### src/sv/slce_pkg.sv
// ----------------------------------------------------------------------------
// Sound log command encoder package
// Op codes, command-stream byte codes, wait classes, controller states and
// the command/status structs shared by the controller and the datapath.
// ----------------------------------------------------------------------------
package slce_pkg;

   // Input op codes
   typedef enum logic [2:0] {
      OP_START  = 3'd0,
      OP_WRITE1 = 3'd1,
      OP_WRITE2 = 3'd2,
      OP_ELAPSE = 3'd3,
      OP_STOP   = 3'd4
   } op_type;

   // Command-stream byte codes
   localparam logic [7:0] CODE_END        = 8'h66;
   localparam logic [7:0] CODE_WRITE1     = 8'h50;
   localparam logic [7:0] CODE_WRITE2     = 8'hA0;
   localparam logic [7:0] CODE_WAIT_735   = 8'h62;
   localparam logic [7:0] CODE_WAIT_882   = 8'h63;
   localparam logic [7:0] CODE_WAIT_SHORT = 8'h70;
   localparam logic [7:0] CODE_WAIT_LONG  = 8'h61;

   // Wait lengths with dedicated coding
   localparam int unsigned WAIT_NTSC      = 735;
   localparam int unsigned WAIT_PAL       = 882;
   localparam int unsigned WAIT_SHORT_MAX = 16;
   localparam int unsigned WAIT_CHUNK     = 65535;

   // How the pending wait will be coded next
   typedef enum logic [2:0] {
      WC_ZERO,
      WC_735,
      WC_882,
      WC_SHORT,
      WC_MID,
      WC_BIG
   } wait_class_type;

   // Which byte the datapath loads into the output register
   typedef enum logic [3:0] {
      SEL_NONE,
      SEL_W735,
      SEL_W882,
      SEL_WSHORT,
      SEL_W61,
      SEL_WLO,
      SEL_WHI,
      SEL_WR1,
      SEL_WR2,
      SEL_REG,
      SEL_DATA,
      SEL_END
   } byte_sel_type;

   typedef enum logic [2:0] {
      ST_IDLE,
      ST_FLUSH,
      ST_WAIT_LO,
      ST_WAIT_HI,
      ST_CMD0,
      ST_CMD1,
      ST_CMD2
   } state_type;

   typedef struct packed {
      op_type      op;
      logic [7:0]  reg_req;
      logic [7:0]  data;
      logic [15:0] elapsed;
   } req_item_type;

   typedef struct packed {
      logic [7:0]  out_byte;
      logic        last;
      logic        stream_end;
      logic [31:0] sample_total;
      logic        first_chip_used;
      logic        second_chip_used;
   } rsp_item_type;

   // Controller -> datapath
   typedef struct packed {
      logic         capture;
      logic         start;
      logic         elapse;
      logic         wait_take;
      byte_sel_type emit_sel;
   } cmd_type;

   // Datapath -> controller
   typedef struct packed {
      op_type         cur_op;
      logic           recording;
      wait_class_type wclass;
      logic           slot_free;
   } sts_type;

endpackage

### src/sv/slce_if.sv
// ----------------------------------------------------------------------------
// Sound log command encoder channels
// Valid/ready channels for request items and for command-stream byte items.
// ----------------------------------------------------------------------------
interface slce_req_if;
   logic        valid;
   logic        ready;
   logic [2:0]  op;
   logic [7:0]  reg_req;
   logic [7:0]  data;
   logic [15:0] elapsed;

   modport source (output valid, op, reg_req, data, elapsed, input ready);
   modport sink (input valid, op, reg_req, data, elapsed, output ready);
endinterface

interface slce_rsp_if;
   logic        valid;
   logic        ready;
   logic [7:0]  out_byte;
   logic        last;
   logic        stream_end;
   logic [31:0] sample_total;
   logic        first_chip_used;
   logic        second_chip_used;

   modport source (output valid, out_byte, last, stream_end, sample_total,
                   first_chip_used, second_chip_used, input ready);
   modport sink (input valid, out_byte, last, stream_end, sample_total,
                 first_chip_used, second_chip_used, output ready);
endinterface

### src/sv/slce_datapath.sv
// ----------------------------------------------------------------------------
// Sound log command encoder datapath
// Recording state, wait and sample counters, usage flags, captured request
// and the output byte register.
// ----------------------------------------------------------------------------
module slce_datapath
   import slce_pkg::*;
#(
   parameter int WAIT_WIDTH = 20
) (
   input  logic         clock,
   input  logic         reset,
   input  req_item_type req_item,
   input  cmd_type      cmd,
   output sts_type      sts,
   output logic         rsp_valid,
   output rsp_item_type rsp_item,
   input  logic         rsp_ready
);

   logic                  recording_ff, recording_in;
   logic [WAIT_WIDTH-1:0] wait_ff, wait_in;
   logic [31:0]           total_ff, total_in;
   logic                  first_ff, first_in;
   logic                  second_ff, second_in;
   op_type                op_ff;
   logic [7:0]            reg_ff;
   logic [7:0]            data_ff;
   logic                  rsp_valid_ff, rsp_valid_in;
   rsp_item_type          rsp_ff, rsp_in;

   logic [WAIT_WIDTH:0]   wait_sum;
   wait_class_type        wclass;
   logic                  slot_free;
   logic [7:0]            emit_byte;

   assign slot_free = !rsp_valid_ff || rsp_ready;
   assign wait_sum  = {1'b0, wait_ff} + (WAIT_WIDTH+1)'(req_item.elapsed);

   always_comb begin
      if (wait_ff == '0) begin
         wclass = WC_ZERO;
      end else if (wait_ff == WAIT_WIDTH'(WAIT_NTSC)) begin
         wclass = WC_735;
      end else if (wait_ff == WAIT_WIDTH'(WAIT_PAL)) begin
         wclass = WC_882;
      end else if (wait_ff <= WAIT_WIDTH'(WAIT_SHORT_MAX)) begin
         wclass = WC_SHORT;
      end else if (wait_ff <= WAIT_WIDTH'(WAIT_CHUNK)) begin
         wclass = WC_MID;
      end else begin
         wclass = WC_BIG;
      end
   end

   // short wait is 1..16, so the code is base + n - 1
   always_comb begin
      unique case (cmd.emit_sel)
         SEL_W735:   emit_byte = CODE_WAIT_735;
         SEL_W882:   emit_byte = CODE_WAIT_882;
         SEL_WSHORT: emit_byte = CODE_WAIT_SHORT + {3'b000, wait_ff[4:0]} - 8'd1;
         SEL_W61:    emit_byte = CODE_WAIT_LONG;
         SEL_WLO:    emit_byte = (wclass == WC_BIG) ? 8'hFF : wait_ff[7:0];
         SEL_WHI:    emit_byte = (wclass == WC_BIG) ? 8'hFF : wait_ff[15:8];
         SEL_WR1:    emit_byte = CODE_WRITE1;
         SEL_WR2:    emit_byte = CODE_WRITE2;
         SEL_REG:    emit_byte = reg_ff;
         SEL_DATA:   emit_byte = data_ff;
         SEL_END:    emit_byte = CODE_END;
         default:    emit_byte = 8'h00;
      endcase
   end

   always_comb begin
      recording_in = recording_ff;
      wait_in      = wait_ff;
      total_in     = total_ff;
      first_in     = first_ff;
      second_in    = second_ff;

      if (cmd.start) begin
         recording_in = 1'b1;
         wait_in      = '0;
         total_in     = '0;
         first_in     = 1'b0;
         second_in    = 1'b0;
      end
      if (cmd.elapse) begin
         wait_in  = wait_sum[WAIT_WIDTH] ? '1 : wait_sum[WAIT_WIDTH-1:0];
         total_in = total_ff + 32'(req_item.elapsed);
      end
      if (cmd.wait_take) begin
         wait_in = (wclass == WC_BIG) ? wait_ff - WAIT_WIDTH'(WAIT_CHUNK) : '0;
      end
      if (cmd.emit_sel == SEL_WR1) begin
         first_in = 1'b1;
      end
      if (cmd.emit_sel == SEL_WR2) begin
         second_in = 1'b1;
      end
      if (cmd.emit_sel == SEL_END) begin
         recording_in = 1'b0;
      end
   end

   always_comb begin
      rsp_in       = rsp_ff;
      rsp_valid_in = rsp_valid_ff && !rsp_ready;
      if (cmd.emit_sel != SEL_NONE) begin
         rsp_valid_in            = 1'b1;
         rsp_in.out_byte         = emit_byte;
         rsp_in.last             = (cmd.emit_sel == SEL_DATA) || (cmd.emit_sel == SEL_END);
         rsp_in.stream_end       = (cmd.emit_sel == SEL_END);
         rsp_in.sample_total     = (cmd.emit_sel == SEL_END) ? total_ff : 32'd0;
         rsp_in.first_chip_used  = (cmd.emit_sel == SEL_END) && first_ff;
         rsp_in.second_chip_used = (cmd.emit_sel == SEL_END) && second_ff;
      end
   end

   always_ff @(posedge clock) begin
      if (reset) begin
         recording_ff <= 1'b0;
         wait_ff      <= '0;
         total_ff     <= '0;
         first_ff     <= 1'b0;
         second_ff    <= 1'b0;
         rsp_valid_ff <= 1'b0;
      end else begin
         recording_ff <= recording_in;
         wait_ff      <= wait_in;
         total_ff     <= total_in;
         first_ff     <= first_in;
         second_ff    <= second_in;
         rsp_valid_ff <= rsp_valid_in;
      end
   end

   always_ff @(posedge clock) begin
      rsp_ff <= rsp_in;
      if (cmd.capture) begin
         op_ff   <= req_item.op;
         reg_ff  <= req_item.reg_req;
         data_ff <= req_item.data;
      end
   end

   assign sts.cur_op    = op_ff;
   assign sts.recording = recording_ff;
   assign sts.wclass    = wclass;
   assign sts.slot_free = slot_free;
   assign rsp_valid     = rsp_valid_ff;
   assign rsp_item      = rsp_ff;

`ifndef SYNTHESIS
   a_end_is_last: assert property (@(posedge clock) disable iff (reset)
      rsp_valid_ff && rsp_ff.stream_end |-> rsp_ff.last)
      else $error("end-of-data item without last");

   a_stop_only_at_end: assert property (@(posedge clock) disable iff (reset)
      $fell(recording_ff) && !$past(reset) |-> $past(cmd.emit_sel == SEL_END))
      else $error("recording ended without end-of-data byte");

   a_summary_only_at_end: assert property (@(posedge clock) disable iff (reset)
      rsp_valid_ff && !rsp_ff.stream_end |->
         rsp_ff.sample_total == 32'd0 && !rsp_ff.first_chip_used &&
         !rsp_ff.second_chip_used)
      else $error("summary fields set on a non-final byte");
`endif

endmodule

### src/sv/slce_ctrl.sv
// ----------------------------------------------------------------------------
// Sound log command encoder controller
// Sequences the wait flush and the command bytes of one request item.
// ----------------------------------------------------------------------------
module slce_ctrl
   import slce_pkg::*;
(
   input  logic    clock,
   input  logic    reset,
   input  logic    req_valid,
   input  op_type  req_op,
   output logic    req_ready,
   input  sts_type sts,
   output cmd_type cmd
);

   state_type state_ff, state_in;
   logic      accept;

   assign accept = req_valid && (state_ff == ST_IDLE);

   // next state
   always_comb begin
      state_in = state_ff;
      unique case (state_ff)
         ST_IDLE: begin
            if (accept && sts.recording &&
                (req_op == OP_WRITE1 || req_op == OP_WRITE2 || req_op == OP_STOP)) begin
               state_in = ST_FLUSH;
            end
         end
         ST_FLUSH: begin
            if (sts.wclass == WC_ZERO) begin
               state_in = ST_CMD0;
            end else if (sts.slot_free &&
                         (sts.wclass == WC_MID || sts.wclass == WC_BIG)) begin
               state_in = ST_WAIT_LO;
            end
         end
         ST_WAIT_LO: if (sts.slot_free) state_in = ST_WAIT_HI;
         ST_WAIT_HI: if (sts.slot_free) state_in = ST_FLUSH;
         ST_CMD0: begin
            if (sts.slot_free) begin
               state_in = (sts.cur_op == OP_STOP) ? ST_IDLE : ST_CMD1;
            end
         end
         ST_CMD1: begin
            if (sts.slot_free) begin
               state_in = (sts.cur_op == OP_WRITE2) ? ST_CMD2 : ST_IDLE;
            end
         end
         ST_CMD2: if (sts.slot_free) state_in = ST_IDLE;
         default: state_in = ST_IDLE;
      endcase
   end

   // outputs
   always_comb begin
      req_ready     = 1'b0;
      cmd.capture   = 1'b0;
      cmd.start     = 1'b0;
      cmd.elapse    = 1'b0;
      cmd.wait_take = 1'b0;
      cmd.emit_sel  = SEL_NONE;
      unique case (state_ff)
         ST_IDLE: begin
            req_ready   = 1'b1;
            cmd.capture = accept;
            cmd.start   = accept && (req_op == OP_START) && !sts.recording;
            cmd.elapse  = accept && (req_op == OP_ELAPSE) && sts.recording;
         end
         ST_FLUSH: begin
            if (sts.slot_free) begin
               unique case (sts.wclass)
                  WC_735: begin
                     cmd.emit_sel  = SEL_W735;
                     cmd.wait_take = 1'b1;
                  end
                  WC_882: begin
                     cmd.emit_sel  = SEL_W882;
                     cmd.wait_take = 1'b1;
                  end
                  WC_SHORT: begin
                     cmd.emit_sel  = SEL_WSHORT;
                     cmd.wait_take = 1'b1;
                  end
                  WC_MID, WC_BIG: cmd.emit_sel = SEL_W61;
                  default: cmd.emit_sel = SEL_NONE;
               endcase
            end
         end
         ST_WAIT_LO: if (sts.slot_free) cmd.emit_sel = SEL_WLO;
         ST_WAIT_HI: begin
            if (sts.slot_free) begin
               cmd.emit_sel  = SEL_WHI;
               cmd.wait_take = 1'b1;
            end
         end
         ST_CMD0: begin
            if (sts.slot_free) begin
               unique case (sts.cur_op)
                  OP_WRITE1: cmd.emit_sel = SEL_WR1;
                  OP_WRITE2: cmd.emit_sel = SEL_WR2;
                  OP_STOP:   cmd.emit_sel = SEL_END;
                  default:   cmd.emit_sel = SEL_NONE;
               endcase
            end
         end
         ST_CMD1: begin
            if (sts.slot_free) begin
               cmd.emit_sel = (sts.cur_op == OP_WRITE2) ? SEL_REG : SEL_DATA;
            end
         end
         ST_CMD2: if (sts.slot_free) cmd.emit_sel = SEL_DATA;
         default: cmd.emit_sel = SEL_NONE;
      endcase
   end

   always_ff @(posedge clock) begin
      if (reset) begin
         state_ff <= ST_IDLE;
      end else begin
         state_ff <= state_in;
      end
   end

`ifndef SYNTHESIS
   a_emit_into_free_slot: assert property (@(posedge clock) disable iff (reset)
      cmd.emit_sel != SEL_NONE |-> sts.slot_free)
      else $error("byte emitted while output register is full");

   a_long_wait_nonzero: assert property (@(posedge clock) disable iff (reset)
      state_ff == ST_WAIT_LO || state_ff == ST_WAIT_HI |->
         sts.wclass == WC_MID || sts.wclass == WC_BIG)
      else $error("long wait bytes with no long wait pending");

   a_cmd_after_flush: assert property (@(posedge clock) disable iff (reset)
      state_ff == ST_CMD0 |-> sts.wclass == WC_ZERO)
      else $error("command byte before wait fully flushed");
`endif

endmodule

### src/sv/sound_log_command_encoder.sv
// ----------------------------------------------------------------------------
// Sound log command encoder
// Turns chip register writes and elapsed-sample ticks into a command stream.
// ----------------------------------------------------------------------------
// One request item is handled at a time. Start, elapse, ignored ops and any
// op while not recording are accepted in the idle state and emit nothing. A
// chip write or stop is accepted, then emits its bytes (wait codes, then 2
// or 3 write bytes or the single 0x66), each once the output register is
// free, with a pass through the flush state to confirm the wait is used up;
// the byte sink can stall it. A pending wait above 65535 costs three bytes
// per 65535-sample chunk. The controller emits through a single output byte
// register; the last byte of an item may still sit there while the next
// item is accepted. The end-of-data byte carries the sample total and the
// chip usage flags; other bytes carry zeros in those fields.
// ----------------------------------------------------------------------------
module sound_log_command_encoder
   import slce_pkg::*;
#(
   parameter int WAIT_WIDTH = 20   // pending wait width, 17..32
) (
   input  logic   clock,
   input  logic   reset,
   slce_req_if.sink   req_if,
   slce_rsp_if.source rsp_if
);

   req_item_type req_item;
   rsp_item_type rsp_item;
   cmd_type      cmd;
   sts_type      sts;
   logic         req_ready;
   logic         rsp_valid;

   // unpack the request channel
   assign req_item.op      = op_type'(req_if.op);
   assign req_item.reg_req = req_if.reg_req;
   assign req_item.data    = req_if.data;
   assign req_item.elapsed = req_if.elapsed;
   assign req_if.ready     = req_ready;

   slce_ctrl u_ctrl (
      .clock     (clock),
      .reset     (reset),
      .req_valid (req_if.valid),
      .req_op    (req_item.op),
      .req_ready (req_ready),
      .sts       (sts),
      .cmd       (cmd)
   );

   slce_datapath #(
      .WAIT_WIDTH (WAIT_WIDTH)
   ) u_datapath (
      .clock     (clock),
      .reset     (reset),
      .req_item  (req_item),
      .cmd       (cmd),
      .sts       (sts),
      .rsp_valid (rsp_valid),
      .rsp_item  (rsp_item),
      .rsp_ready (rsp_if.ready)
   );

   // pack the byte channel
   assign rsp_if.valid            = rsp_valid;
   assign rsp_if.out_byte         = rsp_item.out_byte;
   assign rsp_if.last             = rsp_item.last;
   assign rsp_if.stream_end       = rsp_item.stream_end;
   assign rsp_if.sample_total     = rsp_item.sample_total;
   assign rsp_if.first_chip_used  = rsp_item.first_chip_used;
   assign rsp_if.second_chip_used = rsp_item.second_chip_used;

endmodule

### src/flat_wrapper.sv
// flat-port wrapper written by rule: the top's interface ports become plain ports
module sound_log_command_encoder_flat import slce_pkg::*;
#(
   parameter int WAIT_WIDTH = 20                                
)
  (clock, reset, req_if_valid, req_if_op, req_if_reg_req, req_if_data, req_if_elapsed, req_if_ready, rsp_if_valid, rsp_if_out_byte, rsp_if_last, rsp_if_stream_end, rsp_if_sample_total, rsp_if_first_chip_used, rsp_if_second_chip_used, rsp_if_ready);
  slce_req_if req_if_i ();
  slce_rsp_if rsp_if_i ();
  input  logic clock;
  input  logic reset;
  input wire logic [$bits(req_if_i.valid)-1:0] req_if_valid;
  input wire logic [$bits(req_if_i.op)-1:0] req_if_op;
  input wire logic [$bits(req_if_i.reg_req)-1:0] req_if_reg_req;
  input wire logic [$bits(req_if_i.data)-1:0] req_if_data;
  input wire logic [$bits(req_if_i.elapsed)-1:0] req_if_elapsed;
  output wire logic [$bits(req_if_i.ready)-1:0] req_if_ready;
  output wire logic [$bits(rsp_if_i.valid)-1:0] rsp_if_valid;
  output wire logic [$bits(rsp_if_i.out_byte)-1:0] rsp_if_out_byte;
  output wire logic [$bits(rsp_if_i.last)-1:0] rsp_if_last;
  output wire logic [$bits(rsp_if_i.stream_end)-1:0] rsp_if_stream_end;
  output wire logic [$bits(rsp_if_i.sample_total)-1:0] rsp_if_sample_total;
  output wire logic [$bits(rsp_if_i.first_chip_used)-1:0] rsp_if_first_chip_used;
  output wire logic [$bits(rsp_if_i.second_chip_used)-1:0] rsp_if_second_chip_used;
  input wire logic [$bits(rsp_if_i.ready)-1:0] rsp_if_ready;
  assign req_if_i.valid = req_if_valid;
  assign req_if_i.op = req_if_op;
  assign req_if_i.reg_req = req_if_reg_req;
  assign req_if_i.data = req_if_data;
  assign req_if_i.elapsed = req_if_elapsed;
  assign req_if_ready = req_if_i.ready;
  assign rsp_if_valid = rsp_if_i.valid;
  assign rsp_if_out_byte = rsp_if_i.out_byte;
  assign rsp_if_last = rsp_if_i.last;
  assign rsp_if_stream_end = rsp_if_i.stream_end;
  assign rsp_if_sample_total = rsp_if_i.sample_total;
  assign rsp_if_first_chip_used = rsp_if_i.first_chip_used;
  assign rsp_if_second_chip_used = rsp_if_i.second_chip_used;
  assign rsp_if_i.ready = rsp_if_ready;
  sound_log_command_encoder #(.WAIT_WIDTH(WAIT_WIDTH)) u_core (.clock(clock), .reset(reset), .req_if(req_if_i), .rsp_if(rsp_if_i));
endmodule
### config.mk
export PLATFORM = sky130hd
export DESIGN_NAME = sound_log_command_encoder_flat
export DESIGN_NICKNAME = d
export VERILOG_FILES = /design/src/sv/slce_pkg.sv /design/src/sv/slce_if.sv /design/src/sv/slce_datapath.sv /design/src/sv/slce_ctrl.sv /design/src/sv/sound_log_command_encoder.sv /design/src/flat_wrapper.sv
export SDC_FILE = /design/constraint.sdc
export NUM_CORES = 1
export LEC_CHECK = 0
export ABC_AREA = 1
export ABC_CLOCK_PERIOD_IN_PS = 7300
export BUFFER_PORTS_ARGS = -buffer_cell sky130_fd_sc_hd__buf_2
export CAP_MARGIN = 40
export CORE_MARGIN = 4
export CORE_UTILIZATION = 58
export DETAILED_ROUTE_END_ITERATION = 16
export PLACE_DENSITY = 0.75
export SLEW_MARGIN = 15
export SYNTH_ARGS = -nofsm -noshare
export SYNTH_HDL_FRONTEND = slang
export SYNTH_SLANG_ARGS = --single-unit
export TNS_END_PERCENT = 50
### constraint.sdc
create_clock -name clock -period 7.3 [get_ports clock]
set_clock_uncertainty 0.05 [all_clocks]
set_input_delay 1.46 -clock clock [delete_from_list [all_inputs] [get_ports clock]]
set_output_delay 1.46 -clock clock [all_outputs]
set_load 0.01 [all_outputs]
==> out/results.ini, run 1 <==
[outcome]
status = completed

[timing]
finalWorstSetupSlack_ns = 3.746
setup_viol = 0
fmax_mhz = 281.4
worst_pin_slew_ns = 0.9113
slew-limit-headroom = 0.3768
final_max_slew_viol_count = 0
rsz0062_at_grt = false
fin_setup_tns_ns = 0
min_period_ns = 3.554
finalCritPeriodShare = 0.4868
finalHoldViolCount = 0

[die]
coreArea_mm2 = 0.01404
start_util = 0.6008
fp.dieH_um = 128.6
io-pin-count = 85
dieWidth_um = 128.6
die_area_mm2 = 0.01654
num_rows = 43

[synthesis]
synth-compound-area-share = 0.1197
synth_top_area_share = 0.2242
synth-xor-area-share = 0.02076
synth_top_family_by_area = simple AND/OR/NAND/NOR gates
synthCells = 1204
synthAdderAreaFrac = 0.05813
ys_warn_count = 0
ys_seq_elements = 122
ys_seq_area_frac = 0.3642
synth_top_cell_by_area = edfxtp_1
synth_area_per_cell_um2 = 7.007
synth_nets = 1281
synth.distinct_cells = 50
synthTopCellsByArea = edfxtp_1, dfxtp_1, nand2_1
yosys.area_share.simple = 0.3497
netlist_area_mm2 = 0.008437
synthMuxAreaShare = 0

[detailed_routing]
vias = 8403
wire_per_inst_um = 16.27
dr.pass1.iters = 5
vias_per_cell = 5.720
ant_nets = 0
drcViolationCount = 0
drt_wl_total_mm = 23.90
drt_iter0_drc = 1065

[clocking]
cts_made_buffers = 17
cts-root-buf = clkbuf_16
cts_resized = 0
cts_tree = yes
cts.sinks = 122
cts_hold_buf = 0
htreeDepth = 4
post_cts_buffers = 0
worstSkewPairLatency_ns = 0.43
clock_path_buffers = 2
path_clk_slew_ns = 0.06

[grt]
grtUsageMet3 = 0.04193
gr-total-overflow = 0
grt_usage = 0.2879
gr-max-usage-layer = met2
grt_max_degree = 45
grt_pass1_vias = 7654
antenna_found_initial = 0
grt_pass1_wl_mm = 37.96
use_met1 = 0.3958
grt_use_met2 = 0.4661

[critical_path]
critPathArrivalTime_ns = 3.83
path_max_fanout = 23
cp-end-kind = register
critPathTopFamily = simple AND/OR/NAND/NOR gates
cp_common_cell = nand2_1
crit_chain = buf_2 > nor2_2 > nor2_2 > nand2_1 > inv_1 > nand3_2 > nand3_1 > nand2_1 > nand2_1 > nor2_1 > nor2_1
r2r-start = u_core.u_datapath.wait_ff[0]
slowest_delay_ns = 0.73
startpoint = rsp_if_ready
path_buf_inv = 2
crit_path_start_kind = primary input
cp.required_ns = 7.58
worst_path_max_delay_cell = nand3_1
path_class = primary input to register

[layout]
design_area_mm2 = 0.009647
multi_input_area_mm2 = 0.004626
drive_gt1_frac = 0.1319
diodes = 0
syn_to_final_growth_pct = 14.34
fin_nets = 1353
fill_cells = 1191
fin_cells = 1469
seqCellArea_mm2 = 0.003073

[run]
maxCapViolCount = 0

[power_and_ir_drop]
power_leakage_nw = 4.155
power_density_mw_per_mm2 = 320.2
irDropWorstVdd_mv = 0.3021

[placed_design]
dpl_cell_area_mm2 = 0.008955
place_ws_ns = 3.348
dp_hpwl_mm = 17.45
place_congestion = 0.9661
portBuffers = 84
dpl.cell_count = 1435

[hold_path]
hp-start = u_core.u_datapath.total_ff[8]
hp-class = register to register

==> worst paths after layout <==
check                                  end  slack [ns]  cells past startpoint
min reg2reg  u_core.u_datapath.total_ff[8]        0.44                      2
max          u_core.u_datapath.wait_ff[19]        3.75                     11
max reg2reg  u_core.u_datapath.wait_ff[19]        3.98                     12
min          u_core.u_datapath.total_ff[8]        0.44                      2
==> placed cells by master (no fill, tap or decap), drive strengths merged, types with 18 or more instances in the layout <==
cell type | netlist | layout
nor2 | 201 | 201
nand3 | 85 | 85
nand4 | 46 | 46
buf | 25 | 90
nand2 | 281 | 281
o21ai | 60 | 60
ha | 36 | 36
a21oi | 83 | 83
edfxtp | 63 | 63
nor3 | 26 | 26
dfxtp | 59 | 59
clkbuf | 12 | 18
inv | 143 | 147
==> stage by stage <==
step	utilization	hold slack [ns]	total power [mW]
5_1_grt	0.6870	0.4493	3.263
3_5_place_dp	0.6377	0.4053	2.153
6_report	0.6870	0.4371	3.089
3_3_place_gp	0.6338	0.3990	2.117
4_1_cts	0.6845	0.4338	3.089
2_1_floorplan	-	0.3911	1.819
==> per-layer routing <==
layer | part of all wire | vias up
li1 | - | 4173
met1 | 0.43 | 3813
met2 | 0.46 | 362
met5 | 0 | -
met4 | 0.026 | 0
met3 | 0.083 | 55
==> sequential cells by signal, indices dropped and copies added, names as in the netlist <==
| register | count |
|---|---|
| u_core.u_datapath.recording_ff | 1 |
| u_core.u_datapath.reg_ff | 8 |
| u_core.u_ctrl.state_ff | 3 |
| u_core.u_datapath.data_ff | 8 |
| u_core.u_datapath.wait_ff | 20 |
| u_core.u_datapath.second_ff | 1 |
| u_core.u_datapath.total_ff | 32 |
| u_core.u_datapath.first_ff | 1 |
| u_core.u_datapath.op_ff | 3 |
| u_core.u_datapath.rsp_valid | 1 |
| u_core.u_datapath.rsp_item | 44 |
==> cell type report <==
class,count,area share
Multi-Input combinational cell,901,0.4795
Clock buffer,18,0.04669
Timing Repair Buffer,90,0.05447
Tap cell,180,0.02335
Clock inverter,14,0.02140
Inverter,144,0.05603
Sequential cell,122,0.3185
==> where the power goes <==
part | internal, mW | switching (mW) | leakage [nW]
clock network | 0.600 | 0.338 | 0.323
registers | 0.980 | 0.0912 | 1.08
logic | 0.344 | 0.735 | 2.75
==> cells by family after synthesis <==
group,Yosys count
AOI/OAI and AO/OA,180
xor gates and xnor gates,20
adders and majority gates,38
buffers and inverters,181
DFF,122
and+or+nand+nor,663
==> tightest hold or removal path: stages (launching register included) <==
cell and delay [ns]:
dfxtp_1 0.32, nand2_1 0.06, a21oi_1 0.05
==> Yosys cell counts, drive strengths merged <==
| cell | count |
|---|---|
| a2111oi | 2 |
| a211oi | 2 |
| a21boi | 2 |
| a21o | 4 |
| a21oi | 83 |
| a22o | 2 |
| a22oi | 5 |
| a31oi | 5 |
| and2 | 1 |
| buf | 25 |
| clkbuf | 12 |
| clkinv | 1 |
| dfxtp | 59 |
| edfxtp | 63 |
| fa | 2 |
| ha | 36 |
| inv | 143 |
| nand2 | 281 |
| nand3 | 85 |
| nand3b | 6 |
| nand4 | 46 |
| nor2 | 201 |
| nor3 | 26 |
| nor3b | 2 |
| nor4 | 6 |
| o2111a | 1 |
| o2111ai | 2 |
| o211ai | 6 |
| o21a | 1 |
| o21ai | 60 |
| o21bai | 3 |
| o221ai | 1 |
| o22ai | 1 |
| or2 | 9 |
| xnor2 | 4 |
| xor2 | 16 |
No activity file was read; power rests on OpenSTA's default activity.
==> run 2, diff against run 1 <==
--- a/config.mk
+++ b/config.mk
@@ -5,8 +5,8 @@
 export SDC_FILE = /design/constraint.sdc
 export NUM_CORES = 1
 export LEC_CHECK = 0
-export ABC_AREA = 1
-export ABC_CLOCK_PERIOD_IN_PS = 7300
+export ABC_AREA = 0
+export ABC_CLOCK_PERIOD_IN_PS = 3700
 export BUFFER_PORTS_ARGS = -buffer_cell sky130_fd_sc_hd__buf_2
 export CAP_MARGIN = 40
 export CORE_MARGIN = 4
==> constraint.sdc (replaced) <==
create_clock -name clock -period 3.7 [get_ports clock]
set_clock_uncertainty 0.05 [all_clocks]
set_input_delay 0.74 -clock clock [delete_from_list [all_inputs] [get_ports clock]]
set_output_delay 0.74 -clock clock [all_outputs]
set_load 0.01 [all_outputs]
==> run 2 against run 1 <==
  * Sequential share of layout area increased by 3.4 points
  * Core utilization increased by 0.69 points
  * Sequential power grew 54%
  * Non-clock buffer count is 13 higher
  * Cell count is 27% lower
  * Die area down 11%
  * Largest power group is now clock
==> out/results.ini, run 2 <==
[synthesis]
synth.distinct_cells = 66  ; +32%
synthTopCellsByArea = edfxtp_1, dfxtp_1, ha_1
synth_area_per_cell_um2 = 9.182  ; +31%
synth_edf_count = 63  ; unchanged
synth_top_cell_by_area = edfxtp_1
ys_seq_area_frac = 0.4147  ; +0.05050
netlist_area_mm2 = 0.007410  ; -12%
ys_seq_elements = 122  ; unchanged
ys_warn_count = 0  ; unchanged
ys_async_sr_fraction = 0  ; unchanged
synth_nets = 884  ; -31%
synthTopCellsByCount = edfxtp_1, nor2_1, o21ai_0
synthFlopType = edfxtp_1
synth_top_area_share = 0.2553  ; +0.03109
synthCells = 807  ; -33%

[timing]
setup_viol = 0  ; unchanged
finalHoldViolCount = 0  ; unchanged
slew-limit-headroom = 0.5149  ; +0.1381
rsz0062_at_grt = false
finalCritPeriodShare = 0.9282
final_max_slew_viol_count = 0  ; unchanged
worst_pin_slew_ns = 0.7269  ; -0.1843 ns
fmax_mhz = 291.2
min_period_ns = 3.434

[grt]
grt_pass1_vias = 6417  ; -16%
antenna_found_initial = 0  ; unchanged
gr-total-overflow = 0  ; unchanged
grt_usage = 0.2682  ; -0.01970
grt_pass1_wl_mm = 31.40  ; -17%
grt_max_degree = 45  ; unchanged

[placed_design]
portBuffers = 84  ; unchanged
dp_hpwl_mm = 13.73  ; -21%
place_congestion = 0.9215  ; -4.6%
dpl.cell_count = 1039  ; -28%

[critical_path]
ff2ff_path_depth = 9  ; -3
cp-end-kind = register
cp.required_ns = 3.76  ; -3.82 ns
regToRegSetupSlack_ns = 0.27  ; -3.71 ns
path_max_fanout = 37  ; +61%
r2r-start = u_core.u_datapath.wait_ff[1]
crit_path_start_kind = register
critPathArrivalTime_ns = 3.49  ; -0.34 ns
r2r_end = u_core.u_datapath.rsp_item[16]
path_class = register to register

[die]
die_area_mm2 = 0.01465  ; -11%
fp.dieH_um = 121.0  ; -5.9%
num_rows = 41  ; -4.7%
io-pin-count = 85  ; unchanged
coreArea_mm2 = 0.01257  ; -10%
start_util = 0.5895  ; -0.01127
dieWidth_um = 121.0  ; -5.9%

[power_and_ir_drop]
power_density_mw_per_mm2 = 457.5  ; +43%
total_power_mw = 3.990  ; +29%
irDropWorstVdd_mv = 0.3201  ; +6.0%
power_leakage_nw = 3.363  ; -19%

[detailed_routing]
dr.pass1.iters = 7  ; +2
wire_per_inst_um = 18.18  ; +12%
ant_nets = 0  ; unchanged
vias_per_cell = 6.353  ; +11%
drcViolationCount = 0  ; unchanged
drt_iter0_drc = 741  ; -30%
vias = 6810  ; -19%
drt_wl_total_mm = 19.49  ; -18%

[layout]
layout_common_cells = buf_2, edfxtp_1, nor2_1, o21ai_0, dfxtp_1
syn_to_final_growth_pct = 17.70
drive_gt1_frac = 0.1844  ; +0.05256
diodes = 0  ; unchanged
largest_reg_flops = 44  ; unchanged
fin_nets = 964  ; -29%
layout_commonest_cell = buf_2
multi_input_area_mm2 = 0.004163  ; -10%
fin_cells = 1072  ; -27%
seqCellArea_mm2 = 0.003075  ; about the same
fill_cells = 957  ; -20%

[hold_path]
hp-class = register to register
hp-start = u_core.u_datapath.first_ff
hold_end = u_core.u_datapath.first_ff
holdPathStages = 2  ; unchanged

[clocking]
cts_tree = yes
htreeDepth = 4  ; unchanged
clock_path_buffers = 2  ; unchanged
cts_hold_buf = 0  ; unchanged
cts.sinks = 122  ; unchanged
cts_made_buffers = 17  ; unchanged
worstSkewPairLatency_ns = 0.43  ; about the same
post_cts_buffers = 0  ; unchanged
cts-root-buf = clkbuf_16
cts_resized = 0  ; unchanged
path_clk_slew_ns = 0.06  ; about the same

[outcome]
status = completed

[run]
maxCapViolCount = 0  ; unchanged

run 2: per-stage QoR:
step | hold WS (ns) | cell area [um^2] | setup WS [ns] | util | TNS [ns]
floorplan | 0.3817 | 7485 | -0.3136 | - | -14.08
global placement | 0.3948 | 8098 | 0.3895 | 0.6443 | 0
detailed placement | 0.4176 | 8098 | 0.3444 | 0.6443 | 0
CTS | 0.4273 | 8716 | 0.2886 | 0.6935 | 0
global route | 0.4205 | 8721 | 0.1972 | 0.6939 | 0
finish | 0.4267 | 8721 | 0.2656 | 0.6939 | 0
run 2: critical path, cell delays in order, from the launching register on:
cell and delay (ns):
dfxtp_2 0.38, inv_2 0.14, ha_1 0.16, or3b_4 0.38, a2111o_1 0.47, a21oi_4 0.21
or4b_1 0.51, a21o_1 0.28, nand4b_1 0.26, buf_12 0.26
run 2: cell families after synthesis:
logic type / Yosys count / synth area share
buffers and inverters: 61 / 0.03192
XOR/XNOR: 33 / 0.03901
multiplexers: 20 / 0.02752
AO/OA/AOI/OAI: 251 / 0.2221
AND/OR/NAND/NOR: 282 / 0.1986
adder cells (fa/ha/maj): 38 / 0.06619
flip-flops: 122 / 0.4147
run 2: power breakdown:
group	switching [mW]	leakage, nW	total (mW)	internal [mW]
sequential	0.0532	1.07	1.65	1.60
combinational	0.406	1.99	0.634	0.228
clock	0.591	0.308	1.71	1.12
run 2: area by class of cell:
type,instances,area share
multi-input cells,624,0.4773
flip-flops and latches,122,0.3527
repair buffers,103,0.06571
clock buffers,27,0.06514
well taps,172,0.02468
inverters,19,0.008752
clock inverters,5,0.005739
run 2: layer usage:
| metal | track usage | vias up | part of all wire |
|---|---|---|---|
| met5 | 0 | - | 0 |
| met4 | 0.1048 | 0 | 0.025 |
| met3 | 0.06573 | 51 | 0.069 |
| met2 | 0.4370 | 300 | 0.48 |
| met1 | 0.3436 | 3243 | 0.42 |
| li1 | - | 3216 | - |
run 2: worst max path at each step:
stage                                  from                             end  slack, ns  cells after the start
2_1_floorplan  u_core.u_datapath.wait_ff[0]   u_core.u_datapath.rsp_item[0]      -0.31                      9
3_3_place_gp   u_core.u_datapath.wait_ff[1]  u_core.u_datapath.rsp_item[12]       0.39                      9
3_5_place_dp   u_core.u_datapath.wait_ff[1]  u_core.u_datapath.rsp_item[12]       0.34                      9
4_1_cts        u_core.u_datapath.wait_ff[1]  u_core.u_datapath.rsp_item[12]       0.29                      9
5_1_grt        u_core.u_datapath.wait_ff[1]  u_core.u_datapath.rsp_item[15]       0.20                      9
6_report       u_core.u_datapath.wait_ff[1]  u_core.u_datapath.rsp_item[16]       0.27                      9
==> run 3, diff against run 2 <==
--- a/config.mk
+++ b/config.mk
@@ -5,8 +5,8 @@
 export SDC_FILE = /design/constraint.sdc
 export NUM_CORES = 1
 export LEC_CHECK = 0
-export ABC_AREA = 0
-export ABC_CLOCK_PERIOD_IN_PS = 3700
+export ABC_AREA = 1
+export ABC_CLOCK_PERIOD_IN_PS = 3200
 export BUFFER_PORTS_ARGS = -buffer_cell sky130_fd_sc_hd__buf_2
 export CAP_MARGIN = 40
 export CORE_MARGIN = 4
==> constraint.sdc (replaced) <==
create_clock -name clock -period 3.2 [get_ports clock]
set_clock_uncertainty 0.05 [all_clocks]
set_input_delay 0.16 -clock clock [delete_from_list [all_inputs] [get_ports clock]]
set_output_delay 0.16 -clock clock [all_outputs]
set_load 0.01 [all_outputs]
==> run 3 against run 2 <==
  * Combinational power increased to 3.9 times the previous value
  * Register-to-register slack improved by 0.17 ns
  * Maximum frequency rose by 24%
  * Setup slack better by 0.17 ns
  * Critical endpoint is now u_core.u_datapath.wait_ff[14]
  * Global-route usage rose by 3.5 points
  * Via count is 26% higher
  * Routed wire length grew 28%
  * Clock power rose by 14%
  * Hold slack got worse by 0.26 ns
  * Design area increased by 12%
  * Largest power group is now combinational logic
  * Largest cell class unchanged
==> out/results.ini, run 3 (synthesis results as in run 1) <==
[clocking]
htreeDepth = 4  ; unchanged
clock_path_buffers = 2  ; unchanged
cts_tree = yes
worstSkewPairLatency_ns = 0.43  ; about the same
post_cts_buffers = 0  ; unchanged
cts-root-buf = clkbuf_16
cts.sinks = 122  ; unchanged
path_clk_slew_ns = 0.06  ; about the same
cts_made_buffers = 17  ; unchanged

[hold_path]
holdPathStages = 5  ; +3
hold_end = u_core.u_datapath.rsp_valid
hp-class = primary input to register
hp-start = rsp_if_ready

[die]
fp.dieH_um = 128.6  ; +6.3%
die_area_mm2 = 0.01654  ; +13%
io-pin-count = 85  ; unchanged
coreArea_mm2 = 0.01404  ; +12%
dieWidth_um = 128.6  ; +6.3%
num_rows = 43  ; +4.9%
start_util = 0.6008  ; +0.01127

[run]
maxCapViolCount = 0  ; unchanged

[placed_design]
dp_hpwl_mm = 18.14  ; +32%
portBuffers = 84  ; unchanged
dpl_cell_area_mm2 = 0.008982  ; +11%
place_congestion = 0.9864  ; +7.0%

[power_and_ir_drop]
power_switching_mw = 2.697  ; +160%
combPwrFrac = 0.362  ; +0.203
power_density_mw_per_mm2 = 705.7  ; +54%
power_leakage_nw = 4.203  ; +25%
p_seq_frac = 0.356  ; -0.057
clock_power_share = 0.282  ; -0.146
irDropWorstVdd_mv = 0.3427  ; +7.1%
switching_share = 0.3914  ; +0.1282
internal-power_mw = 4.194  ; +43%

[timing]
fin_setup_tns_ns = 0  ; unchanged
finalHoldViolCount = 0  ; unchanged
fmax_mhz = 361.3  ; +24%
worst_pin_slew_ns = 0.9364  ; +0.2095 ns
hold_slack_ns = 0.1709  ; -0.2558 ns
min_period_ns = 2.768  ; -0.6665 ns
final_max_slew_viol_count = 0  ; unchanged
finalCritPeriodShare = 0.8650  ; -0.06323
setup_viol = 0  ; unchanged
rsz0062_at_grt = false
slew-limit-headroom = 0.3596  ; -0.1553

[detailed_routing]
wire_per_inst_um = 16.68  ; -8.3%
ant_nets = 0  ; unchanged
vias_per_cell = 5.756  ; -9.4%
vias = 8611  ; +26%
drt_iter0_drc = 1031  ; +39%
drt_wl_total_mm = 24.95  ; +28%
drcViolationCount = 0  ; unchanged
dr.pass1.iters = 6  ; -1

[grt]
grt_max_degree = 45  ; unchanged
grt_use_met2 = 0.4952  ; +0.05829
use_met1 = 0.3948  ; +0.05123
gr-total-overflow = 0  ; unchanged
grt_pass1_vias = 8059  ; +26%
grt_usage = 0.3032  ; +0.03505
antenna_found_initial = 0  ; unchanged
gr-max-usage-layer = met2
grtUsageMet3 = 0.06144  ; -0.004298
grt_pass1_wl_mm = 39.85  ; +27%

[critical_path]
crit_chain = ha_1 > inv_1 > fa_1 > inv_1 > nand2_1 > o21ai_2 > nand2_1 > nand2_1 > nand2_1 > nand2_1 > nand2_2 > nand2_1 > o21ai_0 > nand2_1 > nor2_1 > nor2_1
critPathArrivalTime_ns = 3.09  ; -0.40 ns
worst_path_max_delay_cell = dfxtp_1
ff2ff_path_depth = 16  ; +7
slowest_delay_ns = 0.50  ; about the same
regToRegSetupSlack_ns = 0.43  ; +0.17 ns
path_class = register to register
cp.required_ns = 3.52  ; -0.24 ns
cp-end-kind = register
cp_common_cell = nand2_1
r2r-start = u_core.u_datapath.wait_ff[0]
path_max_fanout = 19  ; -49%
r2r_end = u_core.u_datapath.wait_ff[14]
crit_path_start_kind = register

[layout]
layout_commonest_cell = nand2_1
fin_nets = 1379  ; +43%
design_area_mm2 = 0.009766  ; +12%
layout_common_cells = nand2_1, nor2_1, inv_1, buf_2, a21oi_1
syn_to_final_growth_pct = 15.75
largest_reg_flops = 44  ; unchanged
drive_gt1_frac = 0.1346  ; -0.04984

[outcome]
status = completed

-- run 3: changes by cell type in the layout (fill, tap and decap cells not counted), moves of 37 or more --
cell | previous run | this run
and2_1 | 38 | 1
inv_1 | 17 | 134
nand4_1 | 8 | 46
nand3_1 | 29 | 81
nand2_1 | 51 | 275
nor2_1 | 61 | 187
-- run 3: cell type report --
cell class | count | area [um^2]
tap | 180 | 225.2
timing repair buffer | 116 | 708.2
clock inverter | 15 | 165.2
multi-input combinational | 901 | 4626
inverter | 144 | 540.5
sequential | 122 | 3073
fill | 1214 | 4277
antenna | 1 | 2.502
clock buffer | 17 | 425.4
-- run 3: metal layers --
layer,share of wire,wire length [um]
met1,0.41,10180
met2,0.47,11650
met3,0.093,2329
met4,0.032,788
met5,0,0
-- run 3: worst max-delay path by stage --
stage | start | endpoint | slack [ns] | depth (start not counted)
final | u_core.u_datapath.wait_ff[0] | u_core.u_datapath.wait_ff[14] | 0.43 | 16
after global placement | u_core.u_datapath.wait_ff[0] | u_core.u_datapath.wait_ff[19] | 0.56 | 16
after CTS | u_core.u_datapath.wait_ff[0] | u_core.u_datapath.wait_ff[18] | 0.47 | 16
after floorplan | u_core.u_datapath.wait_ff[0] | u_core.u_datapath.rsp_item[0] | 0.43 | 9
after detailed placement | u_core.u_datapath.wait_ff[0] | u_core.u_datapath.wait_ff[18] | 0.50 | 16
after global routing | u_core.u_datapath.wait_ff[0] | u_core.u_datapath.wait_ff[19] | 0.15 | 16
-- run 3: repair_timing --
action / in CTS / in global routing
hold endpoints to repair: 19 / 0
resized for setup: 0 / 0
hold buffers: 19 / 0
-- run 3: worst max-delay path, delay by kind of cell (launching register included) --
kind	cells	cell delay [ns]
flops	1	0.50
fa+ha+maj	2	0.64
buf+inv	2	0.15
simple gates	10	1.12
compound gates	2	0.27
-- run 3: power by group through the flow --
stage | registers [mW] | logic, mW | clock network (mW)
2_1_floorplan | 2.59 | 1.56 | 0
3_3_place_gp | 2.47 | 2.43 | 0
3_5_place_dp | 2.48 | 2.44 | 0
4_1_cts | 2.45 | 2.47 | 1.94
5_1_grt | 2.49 | 2.76 | 2.04
6_report | 2.45 | 2.49 | 1.95
-- run 3: per-stage QoR --
| step | power (mW) | instances | setup WS, ns | utilization |
|---|---|---|---|---|
| 2_1_floorplan | 4.149 | 1204 | 0.4320 | - |
| 3_3_place_gp | 4.901 | 1444 | 0.5586 | 0.6397 |
| 3_5_place_dp | 4.918 | 1444 | 0.5032 | 0.6397 |
| 4_1_cts | 6.866 | 1495 | 0.4749 | 0.6953 |
| 5_1_grt | 7.286 | 1495 | 0.1533 | 0.6953 |
| 6_report | 6.891 | 1496 | 0.4321 | 0.6954 |
